===== config.mk =====
export PLATFORM = sky130hd
export DESIGN_NAME = obl_scan
export DESIGN_NICKNAME = d
export VERILOG_FILES = /design/src/design/obl_pkg.sv /design/src/design/obl_scan.sv
export SDC_FILE = /design/constraint.sdc
export NUM_CORES = 1
export LEC_CHECK = 0
export ABC_AREA = 1
export BUFFER_PORTS_ARGS = -buffer_cell sky130_fd_sc_hd__clkbuf_2
export CORE_AREA = 2 2 62 64
export DETAILED_ROUTE_END_ITERATION = 16
export DIE_AREA = 0 0 64 66
export GPL_TIMING_DRIVEN = 0
export PLACE_DENSITY = 0.85
export SYNTH_ARGS = -nofsm -noshare
export SYNTH_HDL_FRONTEND = slang
export SYNTH_SLANG_ARGS = --single-unit

===== constraint.sdc =====
create_clock -name clk -period 2.1 [get_ports clk]
set_input_delay 0.105 -clock clk [delete_from_list [all_inputs] [get_ports clk]]
set_output_delay 0.105 -clock clk [all_outputs]
set_load 0.02 [all_outputs]

===== src/design/obl_pkg.sv =====
// ----------------------------------------------------------------------------
// obl_pkg
// Shared types and codes for the order book price-level update block.
// ----------------------------------------------------------------------------
package obl_pkg;

  // Update actions. Every other code is treated as a delete.
  localparam logic [1:0] CMD_NEW    = 2'd0;
  localparam logic [1:0] CMD_CHANGE = 2'd1;
  localparam logic [1:0] CMD_DELETE = 2'd2;

  // Book sides. Every other code is ignored.
  localparam logic [1:0] SIDE_BID = 2'd0;
  localparam logic [1:0] SIDE_ASK = 2'd1;

  // Result status codes.
  localparam logic [2:0] ST_APPLIED = 3'd0;
  localparam logic [2:0] ST_PRESENT = 3'd1;
  localparam logic [2:0] ST_ABSENT  = 3'd2;
  localparam logic [2:0] ST_IGNORED = 3'd3;
  localparam logic [2:0] ST_FULL    = 3'd4;

  // One market-data entry.
  typedef struct packed {
    logic [1:0]  cmd;
    logic [1:0]  side;
    logic [31:0] price;
    logic [31:0] quantity;
  } obl_in_t;

  // One result.
  typedef struct packed {
    logic [2:0] status;
    logic [6:0] level_count;
  } obl_out_t;

  // Control from the sequencer to the compare unit.
  typedef struct packed {
    logic clear;
    logic issue;
  } scan_ctl_t;

  // Status from the compare unit back to the sequencer.
  typedef struct packed {
    logic found;
    logic free_seen;
  } scan_stat_t;

endpackage


===== src/design/obl_scan.sv =====
// ----------------------------------------------------------------------------
// obl_scan
// Shared compare unit: checks one stored level per cycle against the key,
// remembering the first matching slot and the lowest free slot of the side.
// ----------------------------------------------------------------------------
module obl_scan
  import obl_pkg::*;
#(
  parameter int SW = 6,
  parameter int PW = 32
) (
  input  logic          clk,
  input  logic          rst_n,
  input  scan_ctl_t     ctl,
  input  logic [SW-1:0] slot,
  input  logic          entry_valid,
  input  logic [PW-1:0] rd_price,
  input  logic [PW-1:0] key,
  output scan_stat_t    stat,
  output logic [SW-1:0] found_slot,
  output logic [SW-1:0] free_slot
);

  logic          chk_vld_r, chk_vld_nxt;
  logic [SW-1:0] chk_slot_r;
  logic          chk_valid_r;
  logic          found_r, found_nxt;
  logic          free_r, free_nxt;
  logic [SW-1:0] found_slot_r, found_slot_nxt;
  logic [SW-1:0] free_slot_r, free_slot_nxt;

  // Compare the entry whose read data arrives this cycle.
  always_comb begin
    chk_vld_nxt    = ctl.issue;
    found_nxt      = found_r;
    free_nxt       = free_r;
    found_slot_nxt = found_slot_r;
    free_slot_nxt  = free_slot_r;
    if (ctl.clear) begin
      chk_vld_nxt = 1'b0;
      found_nxt   = 1'b0;
      free_nxt    = 1'b0;
    end else if (chk_vld_r) begin
      if (chk_valid_r && (rd_price == key) && !found_r) begin
        found_nxt      = 1'b1;
        found_slot_nxt = chk_slot_r;
      end
      if (!chk_valid_r && !free_r) begin
        free_nxt      = 1'b1;
        free_slot_nxt = chk_slot_r;
      end
    end
  end

  // Control flags.
  always_ff @(posedge clk) begin
    if (!rst_n) begin
      chk_vld_r <= 1'b0;
      found_r   <= 1'b0;
      free_r    <= 1'b0;
    end else begin
      chk_vld_r <= chk_vld_nxt;
      found_r   <= found_nxt;
      free_r    <= free_nxt;
    end
  end

  // Slot numbers travel alongside the read, aligned with the RAM latency.
  always_ff @(posedge clk) begin
    chk_slot_r   <= slot;
    chk_valid_r  <= entry_valid;
    found_slot_r <= found_slot_nxt;
    free_slot_r  <= free_slot_nxt;
  end

  assign stat.found     = found_r;
  assign stat.free_seen = free_r;
  assign found_slot     = found_slot_r;
  assign free_slot      = free_slot_r;

endmodule


**Word level (Yosys, flattened, before mapping)**

Index checks and enable logic that the tools add are counted.

- Register bits after elaboration: 22
- Bits of input ports: 75
- Output and inout port bits: 14
- Word-level logic and storage cells: 21

- Equality and inequality tests: 1
- Bitwise logic cells: 2
- Reduce and logical (&&, ||, !) cells: 11

Operators with widths:

| cell | number |
|---|---|
| $eq A32 B32 Y1 | 1 |
| $reduce_and A3 Y1 | 2 |
| $reduce_and A2 Y1 | 2 |
| $logic_and A1 B1 Y1 | 3 |
| $logic_not A1 Y1 | 3 |
| $not A1 Y1 | 2 |
| $reduce_or A2 Y1 | 1 |

**Longest topological paths before layout**

- Word-level depth: 4
- Depth in mapped cells: 10

**Least setup slack after synthesis**

OpenSTA, ideal clock, no wires.

- Path kind: reg2reg
- Start: register found_r
- End: register found_slot_r[0] (netlist: found_slot[0]), enable pin
- Library setup time: 377 ps
- Arrival time: 1108 ps
- Required time: 1723 ps
- Path slack: 615 ps
- Stages on the path, launching flop included: 6
- Path buffers: 0
- Clock period less this slack: 1485 ps
- Cells stage by stage: dfxtp_1 > inv_1 > nand4_1 > nor2_1 > nand4_1 > nor3_1

- Cells in the longest elaborated chain, start to end: 3

Ends and longest elaborated chain:

| element | line | RTL |
|---|---|---|
| start, declared | obl_scan.sv:27 | `logic found_r, found_nxt;` |
| start signal, assigned | obl_scan.sv:63 | `found_r <= found_nxt;` |
| $logic_not A1 Y1 | obl_scan.sv:44 | `if (chk_valid_r && (rd_price == key) && !found_r) begin` |
| $logic_and A1 B1 Y1 | obl_scan.sv:44 |  |
| $reduce_and A3 Y1 (no source line) | n/a |  |
| end signal, assigned | obl_scan.sv:72 | `found_slot_r <= found_slot_nxt;` |
| end, declared | obl_scan.sv:29 | `logic [SW-1:0] found_slot_r, found_slot_nxt;` |

No other way between the ends.
A chain may end at the register's enable or synchronous reset.

**Final worst setup path**

- Start: register found_r
- End: register found_slot_r[5] (netlist: found_slot[5]), enable pin

Same word-level chain as after synthesis.

==> impl_results.md <==
- TritonCTS clock tree: done
- Power, Total: 880 uW
- Maximum root-to-sink buffer count: 2
- Top-area cell type share of the netlist area: 0.248
- Fmax: 563 MHz
- H-tree level count: 1
- # clock sinks: 22
- Max cap viols: 0
- Skew final: 0.00412 ns
- Distinct cells, synth: 18
- Type of the tightest min-delay check: primary input to register
- Post-layout util: 0.580
- Post-synth net total: 303
- RD Place Congestion: 0.810
- Initial DRC count: 31
- Dominant cell type by area after synthesis: edfxtp_1
- # setup viols final: 0
- Worst r2r src: found_r
- Max Slew Vio Count: 0
- CP Capture Type: register
- Final period util: 0.846
- Yosys warnings: 0
- Grt total ovfl: 0
- Fin. Hold Viols: 0
- CP required: 2.03 ns
- Antenna diode count: 0
- Min Tclk post-route: 1.78 ns
- Reg clk slew, reported paths: 0.10 ns
- Crit-path cells: inv_1 > nand4_1 > nor2_1 > nand4_1 > nor3_1
- Post-Syn Area: 0.00145 mm^2
- Total track usage: 0.169
- Leakage: 0.00123 uW
- # nets final: 404
- Crit path from: found_r
- Synth top area cells: edfxtp_1 (25%), nand2_1 (21%), inv_1 (14%)
- Die Wd: 64 um
- Drt first pass iters: 4
- Final setup TNS: 0 ns
- Pwr/cell area: 427 mW/mm^2
- Register bit count reported by yosys: 22
- Tightest hold margin: 0.0631 ns
- DR vias: 1,584
- Initial Util: 0.409
- Share of layout cells above drive strength 1: 0.293
- Crit path largest cell delay: 0.74 ns
- Vias per cell: 4.21
- Total die area: 0.00422 mm^2
- Setup CP Type: register to register
- Most common cell after layout, fill and taps aside: clkbuf_2
- Register area share after synthesis: 0.386
- CP arrival: 1.71 ns
- P&R area growth vs syn: 41.8%
- Largest net degree at the start of global routing: 13
- Slowest CP cell: nor3_1
- Max_slew headroom: 0.389
- Most frequent CP cell: nand4_1
- Peak VDD IR: 0.166 mV
- Vias in the first global route: 1,511
- Antenna violations before repair: 0
- RSZ-0062 raised after global routing: no
- Outcome: completed
- Startpoint Class: register
- Avg Inst Size Synth: 6.37 um^2
- Synth Instances: 228
- Height of the die: 66 um
- Port Buffers: 88
- Worst Min Path Start: rst_n
- HPWL Detailed: 3090 um
- Routed WL: 3560 um
- Per-cell routed wire length: 9.47 um
- Io pins: 89
- DR DRC count: 0
- CTS root buffer: clkbuf_4
- Largest fanout on the critical path: 6
- Design area: 0.00206 mm^2
- First-pass GRT wire length: 5750 um
- Worst-Skew Late Latency: 0.29 ns
- Total CTS buffers: 3
- Core area: 0.00355 mm^2
- Most frequent cells in the layout: clkbuf_2 (88), nand2_1 (82), inv_1 (56)
- Placed inst area: 0.00195 mm^2
- # rows: 22
- Slew @ Worst Pin: 0.910 ns
- ANT nets after route: 0
- Post-CTS resize count: 0
- Postcts setup bufs: 0
==> routing by layer <==
layer	share of wire	track usage
met5	0	0
met4	0	0.00815
met3	0.063	0.0239
met2	0.52	0.349
met1	0.42	0.189
==> worst paths after layout <==
path	endpoint	slack, ns	cells past startpoint
max	found_slot[5]	0.32	5
min	chk_vld_r	0.06	3
max reg2reg	found_slot[5]	0.32	5
min reg2reg	free_slot[0]	0.45	0
==> critical path: cells and delay by family (launching register included) <==
kind	cells	cell delay [ns]
AND/OR/NAND/NOR	4	1.00
flip-flops	1	0.32
buffers and inverters	1	0.08
==> registers in the layout (all words and copies together), names as in the netlist <==
name and cells:
chk_valid_r 1, chk_slot_r 6, chk_vld_r 1, found_r 1
found_slot 6, free_slot 6, free_r 1
==> report_power, final <==
group          internal (uW)  switching (uW)
registers                462            4.56
logic                    114             118
clock network           69.2             111
==> cell families after synthesis <==
group,synth area share
xor+xnor,0.0603
compound gates,0.0379
flops,0.386
buf+inv,0.155
simple gates,0.360
==> metrics by stage <==
stage	worst slack (ns)	std cells
floorplan	0.615	228
global placement	0.231	364
detailed placement	0.205	364
CTS	0.285	376
global route	0.130	376
finish	0.323	376
==> synth_stat cells <==
library cell,count
nand3_1,7
o21ai_0,8
nand2_1,82
inv_1,56
nor3b_2,1
edfxtp_1,12
nor3_1,2
nor2_1,25
and3_1,1
nand4_1,5
xnor2_1,6
a21oi_1,3
or2_2,2
xor2_1,4
buf_4,2
dfxtp_1,10
nand2b_1,1
nand3b_1,1
==> layout make-up <==
cell class / instances / area [um^2]
sequential: 22 / 561
multi-input combinational: 148 / 666
clock inverter: 1 / 3.75
fill: 340 / 1490
inverter: 56 / 210
tap: 48 / 60.1
buffer: 2 / 15.0
timing repair buffer: 96 / 520
clock buffer: 3 / 22.5
==> what timing repair did <==
action / in CTS / in global routing
hold endpoints to repair: 8 / 0
hold buffers: 8 / 0
setup endpoints to repair: 0 / 0
Note: power is estimated with default switching activity, not from simulation.
